## config.mk

```make
export PLATFORM = sky130hd
export DESIGN_NAME = vrs_ctrl
export DESIGN_NICKNAME = d
export VERILOG_FILES = /design/src/rtl/vrs_pkg.sv /design/src/rtl/vrs_ctrl.sv
export SDC_FILE = /design/constraint.sdc
export NUM_CORES = 1
export LEC_CHECK = 0
export BUFFER_PORTS_ARGS = -buffer_cell sky130_fd_sc_hd__buf_2
export CAP_MARGIN = 20
export CELL_PAD_IN_SITES_DETAIL_PLACEMENT = 1
export CELL_PAD_IN_SITES_GLOBAL_PLACEMENT = 2
export CORE_MARGIN = 5
export CORE_UTILIZATION = 17
export CTS_CLUSTER_DIAMETER = 50
export CTS_CLUSTER_SIZE = 30
export DETAILED_ROUTE_END_ITERATION = 16
export PLACE_DENSITY = 0.75
export SYNTH_ARGS = -nofsm -noshare
export SYNTH_HDL_FRONTEND = slang
export SYNTH_SLANG_ARGS = --single-unit
```

## constraint.sdc

```tcl
create_clock -name clk -period 1.8 [get_ports clk]
set_clock_uncertainty 0.05 [all_clocks]
set_input_delay 0.36 -clock clk [delete_from_list [all_inputs] [get_ports clk]]
set_output_delay 0.36 -clock clk [all_outputs]
set_load 0.01 [all_outputs]
```

## src/rtl/vrs_pkg.sv

```systemverilog
// Package for the variable record stack: sizes, codes, transaction and control types.
`timescale 1ns / 1ps
`default_nettype none
package vrs_pkg;

  localparam int STACK_BYTES = 1024;
  localparam int TAG_BYTES   = 8;
  localparam int MAX_RECORD  = 64;
  // Largest stored length that a pop or peek will honor.
  localparam int READ_CAP    = 64;

  localparam int ADDR_W    = $clog2(STACK_BYTES);
  localparam int PTR_W     = $clog2(STACK_BYTES + 1);
  localparam int LEN_W     = 7;
  localparam int USED_W    = 11;
  localparam int FIT_W     = ((PTR_W > 8) ? PTR_W : 8) + 1;
  localparam int TAG_IDX_W = (TAG_BYTES > 1) ? $clog2(TAG_BYTES) : 1;

  localparam logic [2:0] KIND_PUSH  = 3'd0;
  localparam logic [2:0] KIND_POP   = 3'd1;
  localparam logic [2:0] KIND_PEEK  = 3'd2;
  localparam logic [2:0] KIND_CLEAR = 3'd3;
  localparam logic [2:0] KIND_CHECK = 3'd4;

  localparam logic [1:0] STATUS_OK      = 2'd0;
  localparam logic [1:0] STATUS_NO_ROOM = 2'd1;
  localparam logic [1:0] STATUS_EMPTY   = 2'd2;

  typedef struct packed {
    logic [2:0]       kind;
    logic [7:0]       data_byte;
    logic [LEN_W-1:0] elem_length;
    logic             last;
  } in_item_t;

  typedef struct packed {
    logic [1:0]        status;
    logic [7:0]        data_out;
    logic              data_valid;
    logic              last_out;
    logic              stack_empty;
    logic [USED_W-1:0] used_bytes;
  } out_item_t;

  typedef struct packed {
    logic       push_byte;
    logic       push_clr;
    logic       top_clr;
    logic       tag_start;
    logic       tag_wr;
    logic       tag_commit;
    logic       res_set;
    logic [1:0] res_status;
    logic       tag_rd;
    logic       pop;
    logic       rec_setup;
    logic       out_load_res;
    logic       out_load_byte;
  } cmd_t;

  typedef struct packed {
    logic push_rej;
    logic fits;
    logic top_small;
    logic rec_zero;
    logic byte_last;
    logic tag_last;
    logic out_free;
  } sts_t;

endpackage
`default_nettype wire

```

## src/rtl/vrs_ctrl.sv

```systemverilog
// Controller state machine for the variable record stack.
`timescale 1ns / 1ps
`default_nettype none
module vrs_ctrl
  import vrs_pkg::*;
(
  input  wire logic     clk,
  input  wire logic     rst_n,
  input  wire logic     in_valid,
  output logic          in_ready,
  input  wire in_item_t in_data,
  input  wire sts_t     sts,
  output cmd_t          cmd
);

  typedef enum logic [2:0] {
    S_IDLE,
    S_TAG,
    S_RESP,
    S_LEN,
    S_EMIT
  } state_t;

  state_t state_r, state_nxt;

  assign in_ready = (state_r == S_IDLE);

  always_comb begin
    cmd       = '0;
    state_nxt = state_r;
    unique case (state_r)
      S_IDLE: begin
        if (in_valid) begin
          unique case (in_data.kind) inside
            KIND_PUSH: begin
              cmd.push_byte = 1'b1;
              if (in_data.last) begin
                if (sts.push_rej) begin
                  cmd.push_clr   = 1'b1;
                  cmd.res_set    = 1'b1;
                  cmd.res_status = STATUS_NO_ROOM;
                  state_nxt      = S_RESP;
                end else begin
                  cmd.tag_start = 1'b1;
                  state_nxt     = S_TAG;
                end
              end
            end
            KIND_POP, KIND_PEEK: begin
              cmd.push_clr = 1'b1;
              if (sts.top_small) begin
                cmd.top_clr    = 1'b1;
                cmd.res_set    = 1'b1;
                cmd.res_status = STATUS_EMPTY;
                state_nxt      = S_RESP;
              end else begin
                cmd.tag_rd = 1'b1;
                cmd.pop    = (in_data.kind == KIND_POP);
                state_nxt  = S_LEN;
              end
            end
            KIND_CLEAR: begin
              cmd.push_clr   = 1'b1;
              cmd.top_clr    = 1'b1;
              cmd.res_set    = 1'b1;
              cmd.res_status = STATUS_OK;
              state_nxt      = S_RESP;
            end
            KIND_CHECK: begin
              cmd.push_clr   = 1'b1;
              cmd.res_set    = 1'b1;
              cmd.res_status = sts.fits ? STATUS_OK : STATUS_NO_ROOM;
              state_nxt      = S_RESP;
            end
            default: ;
          endcase
        end
      end
      S_TAG: begin
        cmd.tag_wr = 1'b1;
        if (sts.tag_last) begin
          cmd.tag_commit = 1'b1;
          cmd.push_clr   = 1'b1;
          cmd.res_set    = 1'b1;
          cmd.res_status = STATUS_OK;
          state_nxt      = S_RESP;
        end
      end
      S_RESP: begin
        if (sts.out_free) begin
          cmd.out_load_res = 1'b1;
          state_nxt        = S_IDLE;
        end
      end
      S_LEN: begin
        cmd.rec_setup = 1'b1;
        if (sts.rec_zero) begin
          cmd.res_set    = 1'b1;
          cmd.res_status = STATUS_OK;
          state_nxt      = S_RESP;
        end else begin
          state_nxt = S_EMIT;
        end
      end
      S_EMIT: begin
        if (sts.out_free) begin
          cmd.out_load_byte = 1'b1;
          if (sts.byte_last) begin
            state_nxt = S_IDLE;
          end
        end
      end
      default: state_nxt = S_IDLE;
    endcase
  end

  always_ff @(posedge clk) begin
    if (!rst_n) begin
      state_r <= S_IDLE;
    end else begin
      state_r <= state_nxt;
    end
  end

endmodule
`default_nettype wire

```

**Word level (Yosys, flattened, before mapping)**

Cells that the tools add are included.

- Equality and inequality tests: 15
- Reductions and logical operators: 6
- Mux-type cells: 42

Operators with widths:

| operator | count |
|---|---|
| 3-bit 2-to-1 mux | 11 |
| 3-bit case mux with 3 select lines | 2 |
| 1-bit 2-to-1 mux | 15 |
| 3-bit case mux with 5 select lines | 1 |
| 3-bit by 2-bit == test with 1-bit output, second input constant | 4 |
| 2-bit 2-to-1 mux | 6 |
| 3-bit case mux with 4 select lines | 1 |
| 2-bit != test, second input constant | 5 |
| 4-bit 2-to-1 mux | 2 |
| 7-bit AND reduction | 1 |
| 3-bit by 1-bit == test with 1-bit output, second input constant | 2 |
| 3-bit == test, second input constant | 2 |
| 3-bit zero test | 2 |
| 1-bit case mux with 2 select lines | 3 |
| 5-bit 2-to-1 mux | 1 |
| 4-bit by 2-bit != test with 1-bit output, second input constant | 1 |
| 2-bit OR reduction | 2 |
| 4-bit OR reduction | 1 |
| 3-bit != test, second input constant | 1 |

- Input port bits: 29
- Register bits: 3

**Longest topological paths before layout**

Gate-level depths: netlist of run 1.

- Depth in word-level cells: 5
- Mapped depth: 6

**Worst setup path after synthesis of run 1**

Ideal clock, no wire load.

- Path type: register -> output
- Start: register state_r[0]
- End: output port cmd[3] (netlist bit)
- Data arrival time: 1.422 ns
- Required time: 1.390 ns
- Stages on the path, launching flop included: 7
- Setup slack: -0.032 ns
- Buffers on the path: 2
- Cell sequence: dfxtp_1 > buf_6 > nor3_4 > nand2_1 > or2_1 > buf_2 > nor4b_2

RTL lines:

| what | line | RTL |
|---|---|---|
| start: declaration | vrs_ctrl.sv:24 | `state_t state_r, state_nxt;` |
| start signal: assignment | vrs_ctrl.sv:121 | `state_r <= state_nxt;` |
| end: declaration | vrs_ctrl.sv:13 | `output cmd_t cmd` |

==> flow_summary_export.csv, run 1 <==
group,metric,value,unit
run_status,outcome,"finished, violations left",
run_status,violations,"negative setup slack",
die,pin_count,44,
worst_setup_path,cp_top_family,"simple AND/OR/NAND/NOR gates",
sta,worst_pin_slew,0.331,ns
sta,tns,-0.535,ns
worst_setup_path,critical_path_buf_inv_count,1,
worst_setup_path,path_max_fanout,6,
routing,wl,1620,microns
sta,max_freq,518,MHz
pwr,power_leakage,0.000350,uW
clock_tree,clock_path_buffers,2,
synth,synthTopCellsByArea,"dfxtp_1, a21oi_1, a2111oi_4",
die,die_y,63.7,microns
worst_setup_path,crit_slowest_cell,"dfxtp_2",
routing,drc_errors,0,
synth,synth-seq-area-share,12.2,%
synth,synth-edff-count,0,
placement,gp_congestion,0.724,
synth,synthesis.nets,89,
clock_tree,cts_tree,"yes",
layout,fin_util,28.8,%
global_route,grtUsageTotal,7.70,%
sta,slew_headroom,77.6,%
die,dieWidth,63.7,microns
layout,top_register,"state_r",
clock_tree,cts.sinks,3,
sta,fin_crit,1.93,ns
worst_setup_path,rr_worst_depth,5,
placement,io_buffers,28,
clock_tree,clkTransAtPathRegs,0.04,ns
synth,syn_avg_cell_area,8.17,sq um
worst_setup_path,r2r-end,"state_r[1]",
worst_setup_path,r2r_start,"state_r[0]",
routing,drtIter0Drc,6,
worst_setup_path,cp.arrival,1.52,ns
routing,vias_per_cell,4.57,
layout,area_growth,61.7,%
synth,syn_area,490,sq um
layout,drive_gt1_share,64.3,%
synth,synth_seq_cells,3,
sta,slew_violations,0,
sta,setup_slack,-0.129,ns
synth,synthCells,60,
sta,whs,0.325,ns
worst_setup_path,end_kind,"output port",
hold_path,worstHoldStart,"rst_n",
routing,first_pass_iters,2,
routing,vias,590,
die,dieArea,4060,sq um
worst_setup_path,crit_type,"reg2out",
die,core,2760,sq um
hold_path,holdPathEnd,"state_r[0]",
sta,rsz0062_at_grt,"yes",
worst_setup_path,path_cells,"nor3_4 -> nand2_2 -> or2_4 -> nor4b_2 -> buf_2",
sta,period_share,107,%
hold_path,hp-class,"in2reg",
synth,ys_async_sr_fraction,0,%
pwr,peakVddDrop,148,uV
sta,finalSetupViolations,7,
clock_tree,clk_latency,0.23,ns
routing,postRouteAntennaNets,0,
synth,synth_top_area_share,12.2,%
global_route,antenna_found_initial,0,
die,start_util,17.8,%
clock_tree,cts_root_buf,"clkbuf_4",
layout,nNetsFinal,128,
die,rows,19,
global_route,grt_overflow,0,
synth,yosys_warnings,0,
layout,largest_register_ffs,3,
global_route,grt_max_degree,11,
global_route,grt_pass1_wl,2600,microns
placement,place_hpwl,1260,microns
worst_setup_path,required,1.39,ns
layout,reg_top3,"state_r: 3 flops",
layout,diodes,0,
worst_setup_path,crit_path_start_kind,"register",
worst_setup_path,slowest_delay,0.32,ns
clock_tree,htreeDepth,1,
clock_tree,numCtsBuffers,3,
routing,wl_per_cell,12.6,microns
global_route,grt_pass1_vias,606,
sta,hold_violations,0,
layout,stdcell_count,129,
hold_path,holdPathStages,2,
worst_setup_path,r2r_slack,0.29,ns
synth,yosys.area.top_type,"dfxtp_1",
synth,yosys_most_used_dff,"dfxtp_1",
synth,synth_cell_types,35,
flow_run,timing.max_cap.violations,0,
placement,placedCellCount,120,
pwr,p_per_area,470,nW/um^2
## through the flow
stage / worst slack (ns) / power [uW] / cell area [sq um]
2_1_floorplan: -0.0322 / 162 / 490
3_3_place_gp: 0.0568 / 220 / 674
3_5_place_dp: 0.0411 / 221 / 674
4_1_cts: -0.144 / 354 / 729
5_1_grt: -0.196 / 395 / 793
6_report: -0.129 / 372 / 793
## kinds of logic after synthesis
kind of cell,share of synthesized area (%)
buffers and inverters,8.16
AO/OA/AOI/OAI,30.9
multiplexers,2.30
AND/OR/NAND/NOR,44.6
XOR/XNOR,1.79
flip-flops,12.2
## metal layers
metal	share of wire, %	track usage (%)	wire length, microns	vias to the layer above
li1	-	-	-	304
met1	45	10.2	727	269
met2	50	11.8	806	17
met3	5.5	1.42	89	0
met4	0	3.90	0	0
met5	0	0	0	-
## area by class of cell
cell class	count	area, sq um
fillers	346	1960
multi-input cells	51	443
repair buffers	38	215
flip-flops and latches	3	62.6
well taps	31	38.8
clock buffers	4	26.3
inverters	2	7.51
## synth_stat cells, drive strengths merged, types with 2 or more instances
library cell	count
a21oi	6
nand2	5
buf	4
o21ai	4
dfxtp	3
nor3	3
nor4	3
nor4b	3
a21boi	2
inv	2
nand2b	2
nor2	2
nor2b	2
nor3b	2
o21a	2
o21bai	2
## report_power, final
| part | total [uW] | leakage, uW | internal, uW | switching, uW |
|---|---|---|---|---|
| registers | 74.7 | 0.0000254 | 71.0 | 3.69 |
| logic | 179 | 0.000310 | 86.3 | 92.8 |
| clock network | 119 | 0.0000150 | 83.1 | 35.6 |
| total | 372 | 0.000350 | 240 | 132 |
## worst max path at each step
| stage | start | endpoint | slack [ns] | cells after the start |
|---|---|---|---|---|
| after floorplan | state_r[0] | cmd[3] | -0.03 | 6 |
| after global placement | state_r[2] | cmd[10] | 0.06 | 5 |
| after detailed placement | state_r[2] | cmd[10] | 0.04 | 5 |
| after CTS | state_r[2] | cmd[10] | -0.14 | 5 |
| after global routing | state_r[0] | cmd[3] | -0.20 | 5 |
| final | state_r[0] | cmd[3] | -0.13 | 5 |
## layout by cell type, fill, tap and decap left out, types with 2 or more instances in the layout
| cell | n |
|---|---|
| nor4b_1 | 2 |
| buf_4 | 10 |
| nand2_1 | 4 |
| o21ai_0 | 2 |
| buf_2 | 28 |
| o21a_1 | 2 |
| nand2b_1 | 2 |
| a21boi_0 | 2 |
| o21ai_1 | 2 |
| nor4_4 | 2 |
| a21oi_1 | 4 |
| clkbuf_4 | 3 |
| o21bai_1 | 2 |
| dfxtp_2 | 2 |
| nor2b_1 | 2 |
| a21oi_2 | 2 |
| nor3_1 | 2 |
## timing repair
item / CTS / global route
cloned: 0 / 0
gates resized for setup: 7 / 8
setup buffers: 1 / 5
hold buffers: 0 / 0
endpoints found under the setup margin: 8 / 9
pin swaps: 2 / 7
No activity file was read; power rests on OpenSTA's default activity.
==> run 2: changes to the inputs <==
CORE_UTILIZATION = 18   (was 17)
GPL_ROUTABILITY_DRIVEN = 0   (was unset)
PLACE_DENSITY = 0.79   (was 0.75)
clock period = 2.4 ns   (was 1.8 ns; I/O delays follow)
==> flow_summary_export.csv, run 2 (synthesis gave the netlist of run 1 again) <==
group,metric,value,unit
pwr,switchingPower,88.1,uW
layout,area_growth,37.8,%
placement,place_hpwl,1330,microns
pwr,peakVddDrop,158,uV
clock_tree,clock_path_buffers,2,
clock_tree,cts_tree,"yes",
sta,period_share,90.6,%
placement,dp_worst_setup_slack,0.316,ns
sta,tns,0,ns
sta,max_freq,460,MHz
die,dieWidth,62.2,microns
pwr,p_per_area,372,nW/um^2
worst_setup_path,path_max_fanout,6,
worst_setup_path,rr_worst_depth,4,
layout,layout_common_cells,"buf_2, a21oi_1, nand2_1, o21ai_0, clkbuf_4",
worst_setup_path,crit_path_start_kind,"register",
run_status,outcome,"finished clean",
hold_path,holdPathStages,2,
clock_tree,clk_latency,0.23,ns
routing,first_pass_iters,4,
hold_path,worstHoldStart,"rst_n",
layout,top_register,"state_r",
sta,worst_pin_slew,0.331,ns
global_route,grtUsageTotal,8.25,%
routing,drc_errors,0,
layout,mostFrequentLayoutCell,"buf_2",
pwr,power_leakage,0.000299,uW
worst_setup_path,r2r_slack,0.90,ns
global_route,grt_max_degree,11,
sta,slew_violations,0,
flow_run,timing.max_cap.violations,0,
pwr,p_comb_share,39.1,%
layout,drive_gt1_share,52.8,%
die,start_util,18.3,%
pwr,swShare,35.1,%
worst_setup_path,r2r-end,"state_r[1]",
clock_tree,htreeDepth,1,
clock_tree,numCtsBuffers,3,
pwr,clkPwrFrac,35.7,%
global_route,grt_pass1_wl,2680,microns
clock_tree,clkTransAtPathRegs,0.04,ns
global_route,grt_overflow,0,
hold_path,hp-class,"in2reg",
layout,reg_top3,"state_r: 3 flops",
sta,setup_slack,0.225,ns
sta,slew_headroom,77.6,%
routing,vias,566,
sta,rsz0062_at_grt,"no",
die,core,2690,sq um
global_route,grt_pass1_vias,616,
worst_setup_path,cp.arrival,1.65,ns
worst_setup_path,crit_type,"reg2out",
pwr,internal-power,163,uW
layout,diodes,0,
routing,wl,1530,microns
routing,wl_per_cell,12.7,microns
global_route,antenna_found_initial,0,
pwr,seq_power_share,25.2,%
clock_tree,cts_root_buf,"clkbuf_4",
clock_tree,cts.sinks,3,
die,die_y,62.2,microns
sta,fin_crit,2.18,ns
sta,hold_violations,0,
routing,drtIter0Drc,28,
layout,largest_register_ffs,3,
worst_setup_path,r2r_start,"state_r[0]",
placement,io_buffers,28,
die,dieArea,3870,sq um
worst_setup_path,end_kind,"output port",
routing,postRouteAntennaNets,0,
hold_path,holdPathEnd,"state_r[2]",
worst_setup_path,required,1.87,ns
routing,vias_per_cell,4.72,
die,rows,19,
die,pin_count,44,
sta,finalSetupViolations,0,
layout,nNetsFinal,119,
[run 2: changes by cell type in the layout (fill, tap and decap cells not counted), sizes merged]
cell,before,now
buf,38,29
[run 2: worst max-delay path by stage]
stage,startpoint,endpoint,slack [ns],cells past startpoint
global placement,state_r[0],cmd[10],0.37,5
global route,state_r[2],cmd[10],0.05,5
finish,state_r[2],cmd[3],0.22,5
detailed placement,state_r[0],cmd[3],0.32,5
floorplan,state_r[0],cmd[3],0.45,6
CTS,state_r[0],cmd[3],0.05,5
[run 2: repair_timing]
item,4_1_cts,5_1_grt
endpoints found under the setup margin,0,4
hold buffers,0,0
setup buffers,0,1
resized for setup,0,3
[run 2: layout make-up]
| cell class | instances | area (sq um) |
|---|---|---|
| clock buffers | 4 | 26.3 |
| fillers | 336 | 2010 |
| inverters | 2 | 7.51 |
| multi-input cells | 51 | 393 |
| flip-flops and latches | 3 | 62.6 |
| well taps | 31 | 38.8 |
| repair buffers | 29 | 148 |
[run 2: through the flow]
step           instances  hold slack [ns]  utilization [%]  area [sq um]  total power, uW
4_1_cts              119            0.444             24.7           663              252
5_1_grt              120            0.452             25.2           676              277
3_5_place_dp         115            0.690             23.7           637              158
6_report             120            0.448             25.2           676              251
2_1_floorplan         60            0.547                -           490              122
3_3_place_gp         115            0.689             23.7           637              155
[run 2: worst max-delay path, cell delays in order (launching register included)]
cell and delay, ns:
dfxtp_1 0.37, nor3_4 0.27, nand2_1 0.12, or2_4 0.28, nor4b_2 0.21, buf_2 0.17
[run 2: layer usage]
layer	track usage, %	share of wire, %	vias to the layer above	wire (microns)
met1	8.98	42	261	644
met2	14.2	50	22	762
met5	0	0	-	0
met3	3.06	7.7	0	118
met4	3.25	0	0	0
li1	-	-	283	-
[run 2: power groups by stage]
stage               Sequential, uW  Clock, uW  Combinational (uW)
finish                        63.2       89.8                98.2
global route                  64.1        102                 110
CTS                           62.6       93.6                95.3
detailed placement            63.3          0                94.8
global placement              62.7          0                92.3
floorplan                     59.6          0                62.0
==> run 3: changes to the inputs <==
CORE_MARGIN = unset   (was 5)
CTS_CLUSTER_DIAMETER = 100   (was 50)
==> flow_summary_export.csv, run 3 (synthesis gave the netlist of run 1 again) <==
group,metric,value,unit
die,core,2520,sq um
sta,hold_violations,0,
clock_tree,cts_hold_buf,0,
layout,area_growth,34.9,%
die,dieArea,2940,sq um
layout,diodes,0,
pwr,power_leakage,0.000293,uW
routing,vias,572,
layout,nNetsFinal,118,
routing,drtIter0Drc,4,
clock_tree,clock_path_buffers,2,
sta,worst_pin_slew,0.433,ns
layout,fin_util,26.2,%
clock_tree,cts_resized,0,
clock_tree,cts_root_buf,"clkbuf_4",
layout,multi_input_area,390,sq um
worst_setup_path,critical_path_buf_inv_count,1,
sta,fin_crit,2.30,ns
sta,tns,0,ns
flow_run,timing.max_cap.violations,0,
worst_setup_path,r2r_start,"state_r[0]",
layout,regArea,60.1,sq um
global_route,grtUsageTotal,12.3,%
global_route,grt_pass1_wl,2520,microns
layout,fill_cells,328,
die,pin_count,44,
routing,drc_errors,0,
clock_tree,htreeDepth,1,
global_route,antenna_found_initial,0,
clock_tree,clk_latency,0.24,ns
clock_tree,post_cts_buffers,0,
global_route,grt_max_degree,11,
placement,place_hpwl,1250,microns
layout,largest_register_ffs,3,
pwr,swShare,36.3,%
worst_setup_path,cp.arrival,1.77,ns
global_route,grt_overflow,0,
sta,finalSetupViolations,0,
pwr,p_comb_share,37.6,%
pwr,switchingPower,90.0,uW
routing,wl_per_cell,13.2,microns
routing,highest_layer,"met4",
routing,wl_met3,87,microns
placement,io_buffers,28,
layout,top_register,"state_r",
pwr,seq_power_share,25.3,%
sta,max_freq,434,MHz
worst_setup_path,crit_type,"reg2out",
worst_setup_path,path_max_fanout,9,
routing,first_pass_iters,4,
die,die_y,54.2,microns
sta,slew_headroom,71.1,%
worst_setup_path,end_kind,"output port",
die,start_util,19.4,%
run_status,outcome,"finished clean",
worst_setup_path,cp.depth,5,
layout,drive_gt1_share,48.9,%
routing,wl,1560,microns
worst_setup_path,cp_top_family,"simple AND/OR/NAND/NOR gates",
worst_setup_path,path_cells,"nor3_4 -> nand2_1 -> or2_1 -> nor4b_2 -> buf_2",
routing,vias_per_cell,4.85,
clock_tree,cts_tree,"yes",
worst_setup_path,rr_worst_depth,4,
pwr,internal-power,158,uW
worst_setup_path,cp-endpoint,"cmd[3]",
layout,stdcell_count,118,
routing,dr_wl_met2,828,microns
layout,reg_top3,"state_r: 3 flops",
sta,period_share,96.0,%
worst_setup_path,r2r_slack,0.76,ns
routing,wl_met1,630,microns
worst_setup_path,crit_slowest_cell,"dfxtp_1",
worst_setup_path,required,1.87,ns
sta,rsz0062_at_grt,"no",
clock_tree,cts.sinks,3,
routing,postRouteAntennaNets,0,
layout,mostFrequentLayoutCell,"buf_2",
global_route,grt_pass1_vias,556,
worst_setup_path,slowest_delay,0.42,ns
pwr,p_per_area,375,nW/um^2
pwr,clkPwrFrac,37.1,%
sta,slew_violations,0,
die,rows,18,
placement,placedCellCount,114,
worst_setup_path,r2r-end,"state_r[1]",
clock_tree,clkTransAtPathRegs,0.04,ns
worst_setup_path,crit_path_start_kind,"register",
worst_setup_path,worstSetupStartpoint,"state_r[0]",
die,dieWidth,54.2,microns
clock_tree,numCtsBuffers,3,
layout,layout_common_cells,"buf_2, a21oi_1, nand2_1",
pwr,peakVddDrop,127,uV
hold_path,hp-class,"in2reg",
==> run 3: changes by cell type in the layout (fill, tap and decap cells not counted), sizes merged <==
cell	previous run	this run
buf	29	28
==> run 3: worst register-to-register path: cells and delay by family (launching register included) <==
family	cells	cell delay (ns)
DFF	1	0.56
and+or+nand+nor	4	0.95
==> run 3: layout make-up <==
class                      instances  area share, %
tap                               30           5.67
inverter                           2           1.13
multi-input combinational         51           59.0
timing repair buffer              28           21.2
sequential                         3           9.07
clock buffer                       4           3.97
==> run 3: how the worst min path moves through the flow <==
stage          start         end  cells after the start  slack [ns]
2_1_floorplan  rst_n  state_r[0]                      1        0.55
3_3_place_gp   rst_n  state_r[0]                      2        0.68
3_5_place_dp   rst_n  state_r[2]                      2        0.69
4_1_cts        rst_n  state_r[0]                      2        0.46
5_1_grt        rst_n  state_r[2]                      2        0.46
6_report       rst_n  state_r[2]                      2        0.46
==> run 3: routing by layer <==
metal	vias up	global-route usage, %
met4	0	7.69
met1	265	13.1
li1	282	-
met2	23	21.5
met3	2	2.82
met5	-	0
==> run 3: power by group through the flow <==
stage,Clock (uW),Sequential (uW),Combinational (uW)
after floorplan,0,59.6,62.0
after global placement,0,62.7,92.1
after detailed placement,0,63.5,94.1
after CTS,95.0,62.7,94.7
after global routing,98.4,63.7,104
final,91.9,62.9,93.3
==> run 3: stage by stage <==
stage / total power [uW] / cell area, sq um / hold WS, ns / setup WS, ns
6_report: 248 / 662 / 0.464 / 0.0961
5_1_grt: 266 / 662 / 0.460 / 0.00189
4_1_cts: 252 / 662 / 0.458 / 0.0669
3_5_place_dp: 158 / 636 / 0.694 / 0.330
3_3_place_gp: 155 / 636 / 0.684 / 0.382
2_1_floorplan: 122 / 490 / 0.547 / 0.448
